<file path="config.mk">
export PLATFORM = sky130hd
export DESIGN_NAME = drp_div_cell
export DESIGN_NICKNAME = d
export VERILOG_FILES = /design/src/design/drp_pkg.sv /design/src/design/drp_div_cell.sv
export SDC_FILE = /design/constraint.sdc
export NUM_CORES = 1
export LEC_CHECK = 0
export ABC_CLOCK_PERIOD_IN_PS = 3670
export BUFFER_PORTS_ARGS = -buffer_cell sky130_fd_sc_hd__buf_2
export CAP_MARGIN = 40
export CELL_PAD_IN_SITES_DETAIL_PLACEMENT = 2
export CELL_PAD_IN_SITES_GLOBAL_PLACEMENT = 2
export CORE_AREA = 2 2 275 277
export CTS_BUF_LIST = sky130_fd_sc_hd__clkbuf_8
export DETAILED_ROUTE_END_ITERATION = 8
export DIE_AREA = 0 0 277 279
export PLACE_DENSITY_LB_ADDON = 0.2
export SLEW_MARGIN = 20
export SYNTH_ARGS = -nofsm -noshare
export SYNTH_HDL_FRONTEND = slang
export SYNTH_SLANG_ARGS = --single-unit
</file>
<file path="constraint.sdc">
create_clock -name clk -period 3.67 [get_ports clk]
set_input_delay 0 -clock clk [delete_from_list [all_inputs] [get_ports clk]]
set_output_delay 0 -clock clk [all_outputs]
set_load 0.05 [all_outputs]
</file>
<file path="src/design/drp_pkg.sv">
// Shared types, constants and width functions for the disparity reprojection block.
package drp_pkg;

  localparam int FRAC_BITS = 16;
  localparam int REG_W     = 32;
  localparam int OUT_W     = 48;
  localparam int PROD_W    = 48;
  localparam int W_W       = 49;
  localparam int DV_W      = 48;
  localparam int LANES     = 3;
  localparam int IDX_W     = 3;
  localparam logic signed [REG_W-1:0] FRAC_ONE = 32'sd65536;

  typedef enum logic [IDX_W-1:0] {
    REG_CX_OFFSET    = 3'd0,
    REG_CY_OFFSET    = 3'd1,
    REG_FOCAL_TERM   = 3'd2,
    REG_INV_BASELINE = 3'd3,
    REG_DENOM_OFFSET = 3'd4
  } reg_idx_t;

  typedef struct packed {
    logic signed [REG_W-1:0] cx_offset;
    logic signed [REG_W-1:0] cy_offset;
    logic signed [REG_W-1:0] focal_term;
    logic signed [REG_W-1:0] inv_baseline;
    logic signed [REG_W-1:0] denom_offset;
  } cfg_t;

  typedef struct packed {
    logic valid;
    logic zero_w;
  } pipe_ctl_t;

  function automatic int num_width(int coord_bits);
    return ((coord_bits + FRAC_BITS > REG_W - 1) ? coord_bits + FRAC_BITS : REG_W - 1) + 2;
  endfunction

  function automatic int divd_width(int coord_bits, int scale);
    return num_width(coord_bits) - 1 + $clog2(scale + 1) + FRAC_BITS;
  endfunction

  function automatic int latency(int coord_bits, int scale);
    return divd_width(coord_bits, scale) + 3;
  endfunction

endpackage

</file>
<file path="src/design/drp_div_cell.sv">
// One restoring division step for all lanes, with its pipeline registers.
module drp_div_cell import drp_pkg::*; #(
  parameter int DQ_W = 53
) (
  input  logic                        clk,
  input  logic                        rst,
  input  pipe_ctl_t                   ctl_in,
  input  logic [LANES-1:0][DV_W-1:0]  rem_in,
  input  logic [LANES-1:0][DQ_W-1:0]  dq_in,
  input  logic [DV_W-1:0]             dv_in,
  input  logic [LANES-1:0]            neg_in,
  output pipe_ctl_t                   ctl_out,
  output logic [LANES-1:0][DV_W-1:0]  rem_out,
  output logic [LANES-1:0][DQ_W-1:0]  dq_out,
  output logic [DV_W-1:0]             dv_out,
  output logic [LANES-1:0]            neg_out
);

  logic [DV_W:0]                t    [LANES];
  logic [DV_W:0]                diff [LANES];
  logic [LANES-1:0][DV_W-1:0]   rem_next;
  logic [LANES-1:0][DQ_W-1:0]   dq_next;

  always_comb begin
    for (int i = 0; i < LANES; i++) begin
      t[i]        = {rem_in[i], dq_in[i][DQ_W-1]};
      diff[i]     = t[i] - {1'b0, dv_in};
      rem_next[i] = diff[i][DV_W] ? t[i][DV_W-1:0] : diff[i][DV_W-1:0];
      dq_next[i]  = {dq_in[i][DQ_W-2:0], ~diff[i][DV_W]};
    end
  end

  always_ff @(posedge clk) begin
    if (rst) begin
      ctl_out <= '0;
    end else begin
      ctl_out <= ctl_in;
    end
    rem_out <= rem_next;
    dq_out  <= dq_next;
    dv_out  <= dv_in;
    neg_out <= neg_in;
  end

endmodule

</file>
# After elaboration in Yosys (flattened, before gate mapping)

Index checks and enable logic that the tools add are counted.

Flip-flop bits (word level): 356
Output and inout port bits: 356
Word-level logic and storage cells: 19

Add/sub/neg operators: 3
Multiplexer cells: 3
Bitwise logic cells: 3

Operators with widths:

| operator         | number |
|---|---|
| $sub A49 B48 Y49 | 3 |
| $mux W48         | 3 |
| $not A1 Y1       | 3 |

# Longest topological paths before layout

Word-level depth: 2
Depth in mapped cells: 17

# Worst setup path before layout

Ideal clock, no wire load.

Kind: input-to-reg
From: in dq_in[158] in the netlist's numbering
To: reg rem_out[137] in the netlist's numbering
Data arrival time: 2.941 ns
Setup slack: 0.606 ns
Stages: 17
Cell sequence: inv_1 > ha_1 > inv_1 > fa_1 > a211oi_1 > o21ai_1 > a41oi_2 > a21oi_2 > o211ai_2 > a31oi_1 > o211ai_2 > and2_1 > o21ai_2 > xor2_2 > buf_6 > buf_6 > mux2_1

RTL lines:

| item                   | RTL line           | RTL |
|---|---|---|
| start: declaration     | drp_div_cell.sv:9  | `input logic [LANES-1:0][DQ_W-1:0] dq_in,` |
| end signal: assignment | drp_div_cell.sv:39 | `rem_out <= rem_next;` |
| end: declaration       | drp_div_cell.sv:13 | `output logic [LANES-1:0][DV_W-1:0] rem_out,` |

==> results.md <==
- Pre-CTS setup slack: -0.397 ns
- Root buffer cell: clkbuf_8
- Setup CP Type: in2reg
- CP endpoint kind: register
- Clk sinks: roughly 360
- Top Layer Used: met5
- Reg area: 7130 um2
- CP startpoint kind: input pin
- Worst Hold Class: in2reg
- ANT nets after route: 0
- RD Place Congestion: about 0.86
- Residual DRC count: 0
- Synth unique cells: 80
- WL met2: between 50000 and 60000 um
- Vias: ~19000
- Chip Height: between 200 and 300 um
- First-pass GRT wire length: around 150000 um
- CTS Buf Count: roughly 70
- Post-synth top cells: 356 x dfxtp_1, 159 x a21oi_1, 144 x ha_1
- Mean post-synth cell area: around 10 um2
- Ys async rst share: 0%
- Worst Setup EP: rem_out[1]$_DFF_P_
- Share of the synthesized area in the top cell type: between 40% and 50%
- Row cnt: 100
- Cells after Synth: 1689
- WHS: -0.409 ns
- DIE WIDTH: around 280 um
- Initial Utilization: between 20% and 30%
- F_max: ~0.28 GHz
- Worst Path Max Fanout: 21
- Comb pwr share: between 30% and 40%
- Critical Path Source: dv_in[11]
- Main flop type after synthesis: dfxtp_1
- Share of cells above drive strength 1: between 30% and 40%
- Remaining global-route overflow: 0
- Total GRT Usage: 25.1%
- Sw frac: between 40% and 50%
- Layout area overhead: 75.0%
- Port bufs: roughly 710
- Seq pwr share: 31.3%
- Largest net degree at the start of global routing: 42
- Cell area after synthesis: 16800 um2
- LEAKAGE: roughly 14 nW
- Cell taking the most area after synthesis: dfxtp_1
- Initial antenna violation count: 11
- Max-cap violations: 0
- Final #Nets: between 3000 and 4000
- EDFF count, synth: 0
- Failing checks: negative hold slack
- Final Critical Period: roughly 3.5 ns
- Via/cell ratio: 4.60
- Power Dens Cells: 496 nW/um2
- Register area share after synthesis: about 42%
- Clock tree buffer depth: 3
- Status: finished with violations
- Final wirelength: 101000 um
- Routed len/inst: 24.5 um
- Routed met3 length: 3830 um
- CTS tree: yes
- Internal: about 0.0086 W
- Worst-path clk slew: roughly 0.070 ns
- Warnings from Yosys: 0
- Multi-input logic area: 9280 um2
- Critical Path AT: between 4 and 5 ns
- Least-Margin Pin Slew: slightly above 0.6 ns
- Slew HR: approximately 60%
- Worst VDD drop: around 240 uV
- Die ar.: around 77000 um2
- Total Power: about 0.015 W
- Core area: approximately 74000 um2
- H-Tree Depth: 3
- Starting DRT DRC Count: about 560
- Hold Violations, Final: 3
- Max-slew violation count: 0
- NetSw: ~0.0060 W
- M1 WL: between 30000 and 40000 um
- Top cells by area, synth: dfxtp_1 42%, ha_1 11%, mux2_2 8.0%
- Drt pass-1 iters: 4
- Period utilization: between 90% and 100%
- Post-Syn Nets: ~2200
- Most common cell in the synthesized netlist: dfxtp_1
- # IOs: about 700
- CP required: 4.21 ns
- # setup viols final: 0
- Clock Power Share: 29.2%
- Register bit total from synthesis: approximately 360
- Setup TNS: 0 ns
- # fillers: ~8000
- Final WS setup: 0.141 ns
- Vias in the first global route: about 22000
- Post-DP HPWL: slightly below 70000 um
-- logic make-up (layout without fill, tap and decap cells) --
family / Yosys count / in the layout / share of synthesized area (%)
simple gates: 314 / 314 / 9.08
mux: 138 / 138 / 9.46
xor+xnor: 135 / 135 / 7.16
fa+ha+maj: 147 / 147 / 11.1
compound gates: 461 / 461 / 17.5
other cells: 0 / 10 / 0
buf+inv: 138 / 1596 / 3.43
flops: 356 / 356 / 42.3
-- routing by layer --
layer	global-route usage (%)	vias to the layer above
li1	-	8848
met3	4.07	209
met1	26.3	9369
met2	47.7	557
met4	13.7	2
met5	0	-
-- what timing repair did --
| action | in CTS | in global routing |
|---|---|---|
| endpoints found under the hold margin | 356 | 4 |
| buffers inserted | 0 | 3 |
| gates resized for setup | 0 | 25 |
| setup endpoints to repair | 0 | 136 |
| hold buffers | 547 | 1 |
-- worst max-delay path, cell delays in order --
cell,delay [ns]
dlygate4sd3_1,0.56
buf_2,0.12
inv_1,0.07
buf_4,0.16
ha_2,0.38
and3_4,0.22
and3_1,0.18
nand4_1,0.17
nand2_2,0.19
a31oi_4,0.13
o221ai_4,0.21
a31oi_2,0.14
nand2b_4,0.18
a311oi_4,0.40
xnor2_4,0.17
buf_12,0.16
buf_16,0.18
mux2_2,0.37
-- cell usage in the layout (no fill, tap or decap), types with 31 or more instances in the layout --
cell type      netlist  final
dlygate4sd3_1        0    548
buf_4                4    110
clkbuf_8             0     85
a21oi_1            159    159
nand2_1             94     94
buf_2               11    713
a21o_1              67     67
xor2_1              47     47
mux2_2             119    119
xnor2_1             85     85
ha_1               144    142
inv_1               91    114
nor2_1              62     62
dfxtp_1            356    356
nand3_1             32     31
o21ai_0             90     89
-- power by group through the flow --
stage,registers (W),logic [W],clock network [W]
2_1_floorplan,0.00634,0.00171,0
3_3_place_gp,0.00462,0.00501,0
3_5_place_dp,0.00462,0.00509,0
4_1_cts,0.00454,0.00560,0.00430
5_1_grt,0.00460,0.00608,0.00458
6_report,0.00458,0.00578,0.00427
-- worst min path at each step --
stage                    from                  end  depth (start not counted)
CTS                  dv_in[0]    dv_out[0]$_DFF_P_                          2
global placement    dq_in[93]   dq_out[94]$_DFF_P_                          1
floorplan           dq_in[99]  dq_out[100]$_DFF_P_                          0
finish               dv_in[0]    dv_out[0]$_DFF_P_                          2
detailed placement  dq_in[16]   dq_out[17]$_DFF_P_                          1
global route         dv_in[0]    dv_out[0]$_DFF_P_                          2
-- state kept, by name, indices dropped and copies added (netlist names) --
register / count
dv_out: 48
neg_out: 3
rem_out: 144
ctl_out: 2
dq_out: 159
-- through the flow --
stage	area (um2)	cells	hold slack (ns)	utilization, %
2_1_floorplan	16800	1689	0.0277	-
3_5_place_dp	22300	3437	0.104	30.1
6_report	29500	4126	-0.409	39.8
5_1_grt	29500	4126	-0.434	39.8
3_3_place_gp	22300	3437	0.102	30.1
4_1_cts	29200	4109	-0.496	39.4
-- layout make-up --
cell class | instances | area share [%]
Sequential cell | 356 | 24.2
Clock inverter | 40 | 0.820
Inverter | 91 | 1.17
Clock buffer | 85 | 3.97
Multi-Input combinational cell | 1195 | 31.5
Tap cell | 969 | 4.11
Timing Repair Buffer | 1380 | 34.2
Antenna cell | 10 | 0.0849
(Power assumes the default switching activity.)
