`src/design/drp_pkg.sv`:
```
// Shared types, constants and width functions for the disparity reprojection block.
package drp_pkg;

  localparam int FRAC_BITS = 16;
  localparam int REG_W     = 32;
  localparam int OUT_W     = 48;
  localparam int PROD_W    = 48;
  localparam int W_W       = 49;
  localparam int DV_W      = 48;
  localparam int LANES     = 3;
  localparam int IDX_W     = 3;
  localparam logic signed [REG_W-1:0] FRAC_ONE = 32'sd65536;

  typedef enum logic [IDX_W-1:0] {
    REG_CX_OFFSET    = 3'd0,
    REG_CY_OFFSET    = 3'd1,
    REG_FOCAL_TERM   = 3'd2,
    REG_INV_BASELINE = 3'd3,
    REG_DENOM_OFFSET = 3'd4
  } reg_idx_t;

  typedef struct packed {
    logic signed [REG_W-1:0] cx_offset;
    logic signed [REG_W-1:0] cy_offset;
    logic signed [REG_W-1:0] focal_term;
    logic signed [REG_W-1:0] inv_baseline;
    logic signed [REG_W-1:0] denom_offset;
  } cfg_t;

  typedef struct packed {
    logic valid;
    logic zero_w;
  } pipe_ctl_t;

  function automatic int num_width(int coord_bits);
    return ((coord_bits + FRAC_BITS > REG_W - 1) ? coord_bits + FRAC_BITS : REG_W - 1) + 2;
  endfunction

  function automatic int divd_width(int coord_bits, int scale);
    return num_width(coord_bits) - 1 + $clog2(scale + 1) + FRAC_BITS;
  endfunction

  function automatic int latency(int coord_bits, int scale);
    return divd_width(coord_bits, scale) + 3;
  endfunction

endpackage

```
`src/design/drp_back.sv`:
```
// Sign restore, saturation and result registers.
module drp_back import drp_pkg::*; #(
  parameter int DQ_W = 53
) (
  input  logic                        clk,
  input  logic                        rst,
  input  pipe_ctl_t                   ctl_in,
  input  logic [LANES-1:0][DQ_W-1:0]  q,
  input  logic [LANES-1:0]            neg,
  output logic                        done,
  output logic [LANES-1:0][OUT_W-1:0] pts,
  output logic                        invalid
);

  logic [DQ_W-1:0]              hi [LANES];
  logic [LANES-1:0]             sat;
  logic [LANES-1:0][OUT_W-1:0]  pts_next;

  always_comb begin
    for (int i = 0; i < LANES; i++) begin
      hi[i] = q[i] >> (OUT_W - 1);
      if (ctl_in.zero_w) begin
        sat[i]      = 1'b0;
        pts_next[i] = '0;
      end else if (neg[i]) begin
        sat[i] = (hi[i] > DQ_W'(1)) || ((hi[i] == DQ_W'(1)) && (q[i][OUT_W-2:0] != '0));
        pts_next[i] = sat[i] ? {1'b1, {(OUT_W-1){1'b0}}} : OUT_W'(-q[i]);
      end else begin
        sat[i]      = (hi[i] != '0);
        pts_next[i] = sat[i] ? {1'b0, {(OUT_W-1){1'b1}}} : OUT_W'(q[i]);
      end
    end
  end

  always_ff @(posedge clk) begin
    if (rst) begin
      done <= 1'b0;
    end else begin
      done <= ctl_in.valid;
    end
    pts     <= pts_next;
    invalid <= ctl_in.zero_w || (sat != '0);
  end

endmodule

```
`config.mk`:
```
export PLATFORM = sky130hd
export DESIGN_NAME = drp_back
export DESIGN_NICKNAME = d
export VERILOG_FILES = /design/src/design/drp_pkg.sv /design/src/design/drp_back.sv
export SDC_FILE = /design/constraint.sdc
export NUM_CORES = 1
export LEC_CHECK = 0
export BUFFER_PORTS_ARGS = -buffer_cell sky130_fd_sc_hd__buf_4
export CAP_MARGIN = 10
export CORE_UTILIZATION = 35
export DETAILED_ROUTE_END_ITERATION = 7
export GPL_TIMING_DRIVEN = 0
export PLACE_DENSITY = 0.7
export RECOVER_POWER = 100
export SYNTH_ARGS = -nofsm -noshare
export SYNTH_HDL_FRONTEND = slang
export SYNTH_SLANG_ARGS = --single-unit
export TNS_END_PERCENT = 30
```
`constraint.sdc`:
```
create_clock -name clk -period 7.35 [get_ports clk]
set_input_delay 0.735 -clock clk [delete_from_list [all_inputs] [get_ports clk]]
set_output_delay 0.735 -clock clk [all_outputs]
set_load 0.1 [all_outputs]
```
# --- Word level (Yosys, flattened, before mapping) ---
# Index checks and enable logic that the tools add are counted.
totals:
  input_bits: 166
  output_inout_bits: 146
  reg_bits: 146
  wordCells: 43
classes:
  addsub: 3
  muxes: 15
  order_cmp: 3
  eq_ne: 3
  reduce_logical: 14
ops:
  columns: ["cell", "n"]
  rows:
  - ["two-way mux 48 bit", 9]
  - ["nonzero test 53 bit", 3]
  - ["negation 48 bit", 3]
  - ["nonzero test 47 bit", 3]
  - ["== test 6 x 1 -> 1 bit (second input constant)", 3]
  - ["greater-than comparator 6 x 1 -> 1 bit (second input constant)", 3]
  - ["two-way mux 1 bit", 6]
  - ["logical OR 1 bit", 4]
  - ["logical AND 1 bit", 3]
  - ["nonzero test 3 bit", 1]

# --- Depth between registers and ports, before layout ---
depth:
  word_depth: 7
  ltp_mapped: 10
  ltp_nobuf: 8

# --- Worst setup path after synthesis ---
# Ideal clock, no wire load.
synth_timing:
  kind: "input -> register"
  from: "in q[1] (netlist bit)"
  to: "reg pts[27] (netlist bit)"
  t_arrival_ns: 2.830
  setup_time_ns: 0.079
  required_ns: 7.271
  slack_ns: 4.441
  stages: 8
  path_buffers: 0
  path_cell_list: "inv_1 ha_1 nor4b_1 nand2_1 nor3_2 a41oi_2 or4_1 o211ai_1"
synth_via:
  elab_chain_len: 5
synth_rtl:
  columns: ["item", "line_no", "rtl"]
  rows:
  - ["start, declared", "drp_back.sv:8", "input logic [LANES-1:0][DQ_W-1:0] q,"]
  - ["branches (longest 3 deep; another with negation 48 bit)", null, null]
  - ["two-way mux 48 bit *", "drp_back.sv:27", "pts_next[i] = sat[i] ? {1'b1, {(OUT_W-1){1'b0}}} : OUT_W'(-q[i]);"]
  - ["two-way mux 48 bit *", "drp_back.sv:25", "end else if (neg[i]) begin"]
  - ["end signal, assigned", "drp_back.sv:41", "pts <= pts_next;"]
  - ["end, declared", "drp_back.sv:11", "output logic [LANES-1:0][OUT_W-1:0] pts,"]
# Every way passes the cells marked *.
# A chain may end at the register's enable or synchronous reset.

# --- Worst setup path in the final report ---
layout_timing:
  from: "in q[61] (netlist bit)"
  to: "reg pts[90] (netlist bit)"
# The elaborated chain is that of the path after synthesis.

==> impl_metrics.py <==
metrics = {
    "outcome": {
        "outcome": "finished, final reports clean",
    },
    "route": {
        "viasPerCell": 5.93,
        "drc": 0,
        "drt_wl_total_um": 32900,
        "drt-wirelength-per-cell_um": 19.4,
        "vias": 10042,
        "drt_first_pass_iters": 6,
        "drtIter0Drc": 861,
        "drtAntennaViolNets": 0,
    },
    "clocking": {
        "ctsLongestPathBuffers": 2,
        "cts_tree": "done",
        "cts_root_buffer": "clkbuf_16",
        "cts_hold_buf": 0,
        "clk_pin_slew_ps": 60,
        "cts_resized": 0,
        "cts_setup_buffers": 0,
        "cts_made_buffers": 17,
        "cts_sinks": 146,
        "h-tree-depth": 4,
    },
    "finish": {
        "n_fill_cell": 2368,
        "insertedDiodeCount": 0,
        "layout.nets": 1565,
        "drive_gt1_share_pct": 14.9,
        "area_growth_pct": 32.9,
        "stdcell_area_sq_um": 10800,
    },
    "flow_run": {
        "cap_viol_max_count": 0,
    },
    "die": {
        "die_w_um": 154,
        "fp.dieH_um": 154,
        "start_util_pct": 35.8,
        "dieArea_sq_um": 23700,
        "core_sq_um": 22600,
        "io_pins": 312,
        "std_cell_rows": 55,
    },
    "sta": {
        "rsz0062_at_grt": "no",
        "timing.fmax_mhz": 228,
        "post-route-min-period_ps": 4390,
        "hold_viol": 0,
        "worst_pin_slew_ps": 1370,
        "final_max_slew_viol_count": 0,
        "setup_tns_ps": 0,
        "setup_violations": 0,
        "finalCritPeriodShare_pct": 59.8,
        "relSlewSlack_pct": 7.54,
        "setup_ws_ps": 2960,
    },
    "yosys": {
        "ys_top_cells_by_area": "dfxtp_1, a21oi_1, nor2_1",
        "synth_top_cell_by_area": "dfxtp_1",
        "ys_async_sr_fraction_pct": 0,
        "syn_inst": 1070,
        "syn_nets": 1239,
        "yosys_warnings": 0,
        "synth_commonest_cells": "dfxtp_1, nor2_1, a21oi_1",
        "yosys_register_bits": 146,
        "ys.flop_type": "dfxtp_1",
        "synth_cell_types": 68,
        "mappedNetlistArea_sq_um": 8100,
        "ys_seq_area_share_pct": 36.1,
        "synth_edf_count": 0,
        "avgSynthCellArea_sq_um": 7.57,
        "yosysTopAreaCellShare_pct": 36.1,
        "yosysMostFrequentCell": "dfxtp_1",
    },
    "global_route": {
        "gr-total-overflow": 0,
        "grt_max_degree": 17,
        "grt_pass1_wl_um": 50100,
        "grt_use_total_pct": 27.0,
        "antenna_found_initial": 0,
        "grt_pass1_vias": 9169,
    },
    "hold_path": {
        "min_to": "done",
        "hp-start": "rst",
        "hp-class": "in2reg",
        "holdPathStages": 2,
    },
    "worst_setup_path": {
        "cp_cell_sequence": "buf_4, nor4_2, nand4_1, or2_1, clkbuf_1, o21ai_0, o21ai_0, clkbuf_1, nor3_1",
        "critical_path_class": "in2reg",
        "cp.required_ps": 7670,
        "critPathMaxStageDelay_ps": 920,
        "cp-start-kind": "input port",
        "arrival_ps": 4710,
        "cp_max_fo": 10,
        "slowest_stage": "o21ai_0",
        "critPathCaptureType": "register",
    },
    "placement": {
        "gp_congestion": 0.935,
        "dpl.hpwl_um": 25100,
        "pre_cts_slack_ps": 3570,
        "placedInstanceArea_sq_um": 10800,
        "io_buffers": 307,
    },
    "power": {
        "power_density_nw_per_um2": 221,
        "vdd_ir_drop_max_v": 0.000130,
        "p_leak_uw": 0.00389,
    },
}
## how the worst max path moves through the flow
| stage | start | end | slack, ps | depth (start not counted) |
|---|---|---|---|---|
| finish | q[61] | pts[90] | 2960 | 9 |
| floorplan | q[1] | pts[27] | 4440 | 8 |
| global placement | q[1] | pts[32] | 3590 | 10 |
| detailed placement | q[1] | pts[32] | 3570 | 10 |
| CTS | q[1] | pts[32] | 4010 | 10 |
| global route | q[53] | pts[90] | 2770 | 11 |
## report_power, final
group	internal (uW)	switching, uW	total [uW]
Clock	526	366	892
Sequential	837	13.9	851
Combinational	125	514	639
## final cells by class
type / count / area [sq um] / area share [%]
inverters: 27 / 101 / 0.942
plain buffers: 64 / 240 / 2.23
flip-flops and latches: 146 / 2920 / 27.2
clock buffers: 20 / 457 / 4.24
multi-input cells: 833 / 4790 / 44.5
well taps: 285 / 357 / 3.31
clock inverters: 12 / 148 / 1.37
repair buffers: 307 / 1740 / 16.2
## routing by layer
layer  global-route usage (%)  vias up  share of wire (%)
met1                     33.4     4604                 40
met5                        0        -                  0
met4                     12.9        0                3.9
met3                     6.23       92                 10
met2                     44.1      618                 46
li1                         -     4728                  -
## critical path, delay by kind of cell
family,cells,cell delay [ps]
AO/OA/AOI/OAI,2,1610
AND/OR/NAND/NOR,4,1580
buffers and inverters,3,770
## cell usage in the layout, fill, tap and decap left out, types with 6 or more instances in the layout
cell,netlist,layout
clkbuf_1,58,215
buf_4,0,155
dfxtp_1,146,146
nor2_1,117,117
a21oi_1,114,114
nand2_1,107,107
nor3_1,78,79
nand3_1,49,49
a311oi_1,40,40
nor4_1,34,35
o21ai_0,30,35
inv_1,26,26
a31oi_1,22,22
or4_1,21,21
nand4_1,20,20
o22ai_1,20,20
a211oi_1,18,18
clkbuf_16,0,17
or3_1,15,15
nand2b_1,12,12
mux2i_1,11,11
and3_1,10,10
o211ai_1,9,9
nand4b_1,6,6
and2_1,6,6
## logic make-up after synthesis
logic type / after synthesis / share of synthesized area [%]
buf+inv: 91 / 4.31
mux: 11 / 1.36
xor+xnor: 4 / 0.433
simple gates: 518 / 33.5
compound gates: 297 / 23.9
fa+ha+maj: 3 / 0.464
flops: 146 / 36.1
## through the flow
step	std cells	util, %	hold WS [ps]	power (uW)
after floorplan	1070	-	807	1310
after global placement	1662	47.5	922	1540
after detailed placement	1662	47.5	921	1540
after CTS	1694	50.2	470	2440
after global routing	1694	47.5	470	2460
final	1694	47.5	485	2380
## registers in the layout (all words and copies together), names as in the netlist
| signal | count |
|---|---|
| invalid | 1 |
| done | 1 |
| pts | 144 |
Note: power is estimated with default switching activity, not from simulation.
