$ cat src/design/drp_pkg.sv
// Shared types, constants and width functions for the disparity reprojection block.
package drp_pkg;

  localparam int FRAC_BITS = 16;
  localparam int REG_W     = 32;
  localparam int OUT_W     = 48;
  localparam int PROD_W    = 48;
  localparam int W_W       = 49;
  localparam int DV_W      = 48;
  localparam int LANES     = 3;
  localparam int IDX_W     = 3;
  localparam logic signed [REG_W-1:0] FRAC_ONE = 32'sd65536;

  typedef enum logic [IDX_W-1:0] {
    REG_CX_OFFSET    = 3'd0,
    REG_CY_OFFSET    = 3'd1,
    REG_FOCAL_TERM   = 3'd2,
    REG_INV_BASELINE = 3'd3,
    REG_DENOM_OFFSET = 3'd4
  } reg_idx_t;

  typedef struct packed {
    logic signed [REG_W-1:0] cx_offset;
    logic signed [REG_W-1:0] cy_offset;
    logic signed [REG_W-1:0] focal_term;
    logic signed [REG_W-1:0] inv_baseline;
    logic signed [REG_W-1:0] denom_offset;
  } cfg_t;

  typedef struct packed {
    logic valid;
    logic zero_w;
  } pipe_ctl_t;

  function automatic int num_width(int coord_bits);
    return ((coord_bits + FRAC_BITS > REG_W - 1) ? coord_bits + FRAC_BITS : REG_W - 1) + 2;
  endfunction

  function automatic int divd_width(int coord_bits, int scale);
    return num_width(coord_bits) - 1 + $clog2(scale + 1) + FRAC_BITS;
  endfunction

  function automatic int latency(int coord_bits, int scale);
    return divd_width(coord_bits, scale) + 3;
  endfunction

endpackage

$ cat src/design/drp_front.sv
// Operand stages: disparity product, denominator, numerators and their magnitudes.
module drp_front import drp_pkg::*; #(
  parameter int COORD_BITS   = 12,
  parameter int OUTPUT_SCALE = 16,
  localparam int NUM_W = num_width(COORD_BITS),
  localparam int DQ_W  = divd_width(COORD_BITS, OUTPUT_SCALE)
) (
  input  logic                             clk,
  input  logic                             rst,
  input  cfg_t                             cfg,
  input  logic                             accept,
  input  logic [COORD_BITS-1:0]            col,
  input  logic [COORD_BITS-1:0]            row,
  input  logic signed [15:0]               disp,
  output pipe_ctl_t                        ctl,
  output logic [LANES-1:0][DQ_W-1:0]       dq,
  output logic [DV_W-1:0]                  dv,
  output logic [LANES-1:0]                 neg
);

  logic                      v1;
  logic [COORD_BITS-1:0]     x1;
  logic [COORD_BITS-1:0]     y1;
  logic signed [PROD_W-1:0]  p1;
  logic signed [PROD_W-1:0]  prod;

  logic signed [W_W-1:0]     w;
  logic [DV_W-1:0]           wmag;
  logic signed [NUM_W-1:0]   num  [LANES];
  logic [NUM_W-1:0]          mag  [LANES];
  logic [DQ_W-1:0]           scaled [LANES];
  logic [LANES-1:0][DQ_W-1:0] dq_next;
  logic [LANES-1:0]          neg_next;

  assign prod = PROD_W'(cfg.inv_baseline) * PROD_W'(disp);

  always_ff @(posedge clk) begin
    if (rst) begin
      v1 <= 1'b0;
    end else begin
      v1 <= accept;
    end
    x1 <= col;
    y1 <= row;
    p1 <= prod;
  end

  always_comb begin
    w      = W_W'(p1) + W_W'(cfg.denom_offset);
    wmag   = w[W_W-1] ? DV_W'(-w) : DV_W'(w);
    num[0] = NUM_W'($signed({1'b0, x1, FRAC_BITS'(0)})) + NUM_W'(cfg.cx_offset);
    num[1] = NUM_W'($signed({1'b0, y1, FRAC_BITS'(0)})) + NUM_W'(cfg.cy_offset);
    num[2] = NUM_W'(cfg.focal_term);
    for (int i = 0; i < LANES; i++) begin
      mag[i]      = num[i][NUM_W-1] ? NUM_W'(-num[i]) : NUM_W'(num[i]);
      scaled[i]   = DQ_W'(mag[i]) * DQ_W'(OUTPUT_SCALE);
      dq_next[i]  = scaled[i] << FRAC_BITS;
      neg_next[i] = num[i][NUM_W-1] ^ w[W_W-1];
    end
  end

  always_ff @(posedge clk) begin
    if (rst) begin
      ctl <= '0;
    end else begin
      ctl.valid  <= v1;
      ctl.zero_w <= (w == '0);
    end
    dq  <= dq_next;
    dv  <= wmag;
    neg <= neg_next;
  end

endmodule

$ cat config.mk
export PLATFORM = sky130hd
export DESIGN_NAME = drp_front
export DESIGN_NICKNAME = d
export VERILOG_FILES = /design/src/design/drp_pkg.sv /design/src/design/drp_front.sv
export SDC_FILE = /design/constraint.sdc
export NUM_CORES = 2
export LEC_CHECK = 0
export ABC_AREA = 0
export BUFFER_PORTS_ARGS = -buffer_cell sky130_fd_sc_hd__buf_2
export CAP_MARGIN = 20
export CORE_UTILIZATION = 55
export DETAILED_ROUTE_END_ITERATION = 8
export PLACE_DENSITY = 0.77
export SETUP_SLACK_MARGIN = 0.4
export SLEW_MARGIN = 40
export SYNTH_ARGS = -nofsm -noshare
export SYNTH_HDL_FRONTEND = slang
export SYNTH_SLANG_ARGS = --single-unit
$ cat constraint.sdc
create_clock -name clk -period 7.8 [get_ports clk]
set_clock_uncertainty 0.2 [all_clocks]
set_input_delay 0 -clock clk [delete_from_list [all_inputs] [get_ports clk]]
set_output_delay 0 -clock clk [all_outputs]
set_load 0.05 [all_outputs]
## Word-level counts from Yosys, hierarchy flattened

Cells that the tools add are included.

| operators by class | value |
|---|---|
| add/subtract/negate cells | 7 |
| mux-type cells | 4 |
| reductions and logical operators | 1 |
| multipliers | 1 |
| bitwise logic cells | 3 |

Operators with widths:

| operator | number |
|---|---|
| adder 29 x 32 -> 33 bit | 2 |
| negation 33 bit | 2 |
| two-way mux 32 bit | 2 |
| adder 48 x 32 -> 49 bit | 1 |
| logical NOT 49 bit | 1 |
| multiplier 32 x 16 -> 48 bit | 1 |
| two-way mux 48 bit | 1 |
| negation 48 bit | 1 |
| negation 32 -> 33 bit | 1 |
| two-way mux 31 bit | 1 |
| bitwise XOR 1 bit | 3 |

| storage, ports and cells | value |
|---|---|
| output and inout port bits | 212 |
| word-level logic and storage cells | 30 |
| bits of input ports | 203 |
| flip-flop bits (word level) | 225 |

## Longest topological paths before layout

| logic depth | value |
|---|---|
| word-level depth | 3 |
| gate-level depth with buffers | 24 |
| gate-level depth less buffers | 23 |

## Worst setup path before layout

No wires, ideal clock.

| timing path | value |
|---|---|
| path type | input to register |
| start | in disp[15] |
| end | reg p1[47] |
| stages | 22 |
| data required time | 7469 ps |
| path slack | 1374 ps |
| buffers on the path | 1 |
| arrival time | 6095 ps |
| setup time | 131 ps |
| path through | inv_2 buf_1 nor2_1 fa_1 fa_1 fa_1 fa_1 fa_1 inv_1 fa_1 inv_1 ha_1 a21o_1 a221oi_1 nor3_1 a211oi_1 o21a_1 o211ai_1 a31o_2 a21o_1 a2111oi_0 nor3_1 |

| on the way | value |
|---|---|
| word-level cells in the longest chain between the ends | 1 |

RTL lines:

| what | RTL line | text |
|---|---|---|
| from (decl) | drp_front.sv:14 | `input logic signed [15:0] disp,` |
| multiplier 32 x 16 -> 48 bit | drp_front.sv:35 | `assign prod = PROD_W'(cfg.inv_baseline) * PROD_W'(disp);` |
| net prod[47] | drp_front.sv:25 | `logic signed [PROD_W-1:0] prod;` |
| to (signal assigned) | drp_front.sv:45 | `p1 <= prod;` |
| to (decl) | drp_front.sv:24 | `logic signed [PROD_W-1:0] p1;` |

The timed path passes the listed nets, and every way through them passes these cells.
A chain may end at the register's enable or synchronous reset.

## Final worst setup path

| timing path | value |
|---|---|
| start | in cfg[32] in the netlist's numbering |
| end | reg p1[47] |

| on the way | value |
|---|---|
| word-level cells in the longest chain between the ends | 1 |

RTL lines:

| what | RTL line | text |
|---|---|---|
| from (decl) | drp_front.sv:10 | `input cfg_t cfg,` |
| multiplier 32 x 16 -> 48 bit | drp_front.sv:35 |  |
| net prod[47] | drp_front.sv:25 |  |

The timed path passes the listed nets, and every way through them passes these cells.

==> run metrics <==
result of the run=complete, no violations; fill cell instance count of the final layout=around 4,400; global-route total usage across every layer=about a third; IO Pins=around 420; total setup buffers inserted after CTS=0; Worst Path Buf+Inv=5; post-detailed-route count of antenna-violating nets=0; Pre-Repair DR Iteration Count=6; most frequently used flop master after synthesis=dfxtp_1; Post-Syn Area=between 30,000 and 40,000 µm²; setup TNS after final layout=0 ns; TritonCTS clock tree=yes; maximum level of the CTS H-tree=1; number of warning messages in the yosys log=0; vias per cell=5.48; highest net fanout along the worst path=16; async set-reset flop share out of synthesis=0%; endpoint required time on the critical path=8.00 ns; first-pass GRT wire length=141 mm; cell repeated most along the worst path=fa_1; sequence of cells on the critical path=dlygate4sd3_1 -> buf_2 -> nand2b_1 -> fa_1 -> fa_1 -> inv_1 -> fa_1 -> fa_1 -> fa_1 -> inv_1 -> fa_1 -> inv_1 -> ha_1 -> a21o_1 -> a221oi_1 -> nor3_1 -> a211oi_1 -> o21a_1 -> o211ai_1 -> a31o_2 -> a21o_1 -> a2111oi_0 -> nor3_1; shortest period the worst path allows=6.87 ns; distinct cell type count after synthesis=98; number of max-cap violations=0; number of port buffers=roughly 350; vias=approximately 26,000; number of violations reported at the end of detailed-routing iteration 0=~1,900; final routed wire length divided by cell count=around 19 µm; Top Family by Delay on Critical Path=adder cells; number of global-route vias before repair=~26,000; final wirelength=roughly 88 mm; number of flops mapped to enable cells by yosys=0; min setup slack post-route=around 0.9 ns; Placement Setup Slack=around 0.71 ns; Final HPWL DP=66.0 mm; most used cells in the layout excluding fill and tap cells=inv_1 (600), fa_1 (489), nand2_1 (392); most frequent standard cell in the layout excluding fill and tap cells=inv_1; total clock buffers created by CTS=22; share of post-route cells with drive strength above 1=11.7%; pin count of the biggest net entering global routing=34; insertion delay to the later sink of the worst-skew pair=0.52 ns; post-detailed-route DRC marker count=0; clock sink count=225; Std-Cell Rows=86; Starting Density=between 50% and 60%; sort of element at the start of the critical path=input port; CTS root buf=clkbuf_16; Seq cells post-synth=between 200 and 250; crit end category=register; unrepaired setup endpoints after global routing=no; final hold violation count=0; clk slew on worst S/H paths=roughly 0.07 ns; fin util=roughly 65%; antenna violations before repair=9; floorplan die width=~240 µm; delay of the slowest cell on the worst path=0.57 ns; count of endpoints failing setup in the final report=0; net total in the final layout=about 4,800; Fmax=about 150 MHz; Critical Path Slowest Stage Cell=fa_1; layout-stage area growth over the synthesis result=16.7%; area of the placeable core=55,000 µm²; path class of the lowest-slack min-delay path=input port to register; count of final max-slew check failures=0; sequential area share after synthesis=14.7%; portion of the clock cycle consumed by the worst path in the final layout=~90%; count of mapped cells out of synthesis=between 3,000 and 4,000; Die Outline Area=~57,000 µm²; CP arrival=between 7 and 8 ns; slew at the pin with the worst max-slew slack=between 0.8 and 0.9 ns; global placer's final weighted congestion=approximately 0.92; type of the setup path with the least slack=input port to register; Die Height=238 µm; Rel. slew slack=a little over two fifths; GR Overflow Total=0; buffers from clock root to sink, at most=3; mean instance size in the synthesized netlist=between 8 and 9 µm²
==> tightest hold or removal path, cell delays in order <==
cell	delay, ns
dlygate4sd3_1	0.52
buf_2	0.09
nor2b_1	0.10
==> synth_stat cells, drive strengths merged, types with 7 or more instances <==
cell | instances | area (µm²)
o21ai | 109 | 553
o211ai | 20 | 174
o21bai | 16 | 120
a21oi | 141 | 743
buf | 81 | 566
nor3b | 7 | 57.6
o21a | 17 | 128
a31o | 7 | 61.3
and3 | 15 | 93.8
a211oi | 21 | 168
nand4 | 23 | 144
nor2 | 131 | 492
nand2b | 35 | 234
fa | 489 | 9790
or2 | 15 | 96.4
o2111ai | 9 | 85.1
o41ai | 13 | 129
a31oi | 25 | 156
ha | 190 | 2380
nand2 | 393 | 1480
or3 | 27 | 174
xnor2 | 164 | 1440
and2 | 224 | 1400
nor3 | 38 | 201
a311oi | 9 | 91.3
a21o | 60 | 450
nor2b | 22 | 138
o31ai | 23 | 173
dfxtp | 225 | 4500
inv | 601 | 2260
nor4 | 13 | 111
clkbuf | 105 | 394
xor2 | 61 | 534
nand3 | 39 | 200
and4 | 8 | 70.1
==> cell families after synthesis <==
group,share of synthesized area [%]
buf+inv,10.5
mux,0.102
xor+xnor,6.47
compound gates,11.7
other cells,0.0123
simple gates,16.7
fa+ha+maj,39.8
flops,14.7
==> area by class of cell <==
cell class              count  area (µm²)  share of cell area, %
clock inverters             7        92.6                  0.259
clock buffers              31         636                   1.78
well taps                 748         936                   2.62
diodes                      8        20.0                 0.0561
repair buffers            591        4130                   11.6
multi-input cells        2505       23100                   64.8
inverters                 601        2260                   6.32
flip-flops and latches    225        4500                   12.6
==> worst paths after layout <==
kind                              start  endpoint  slack [ns]  cells after the start
worst max-delay path            cfg[32]    p1[47]        0.93                     23
worst min-delay path             accept        v1        0.02                      3
worst max register to register    x1[0]    dq[51]        2.69                     14
worst min register to register       v1    ctl[1]        0.25                      1
==> timing repair <==
action,4_1_cts,5_1_grt
resized for setup,0,0
hold buffers,227,0
endpoints found under the hold margin,138,0
==> flip-flops by register name, indices dropped and copies added, names as in the netlist <==
signal and flops:
y1 12, dq 99, v1 1, dv 48
p1 48, ctl 2, neg 3, x1 12
==> through the flow <==
| stage | hold slack (ns) | instances | cell area [µm²] |
|---|---|---|---|
| after global placement | -0.0974 | 4442 | 32600 |
| after detailed placement | -0.0957 | 4443 | 32700 |
| after floorplan | -0.172 | 3517 | 30800 |
| after CTS | 0.00351 | 4708 | 35700 |
| after global routing | 0.0481 | 4712 | 35700 |
| final | 0.0221 | 4716 | 35700 |
==> routing by layer <==
layer | routed length, µm | track usage (%) | part of all wire (%)
met1 | 34100 | 39.1 | 39
met2 | 40700 | 51.5 | 46
met3 | 8970 | 7.76 | 10
met4 | 4530 | 15.0 | 5.1
met5 | 7 | 0 | 0.0079
Power is not shown: default switching activity piles up to over one toggle a cycle in this logic, so the estimate is an artifact.
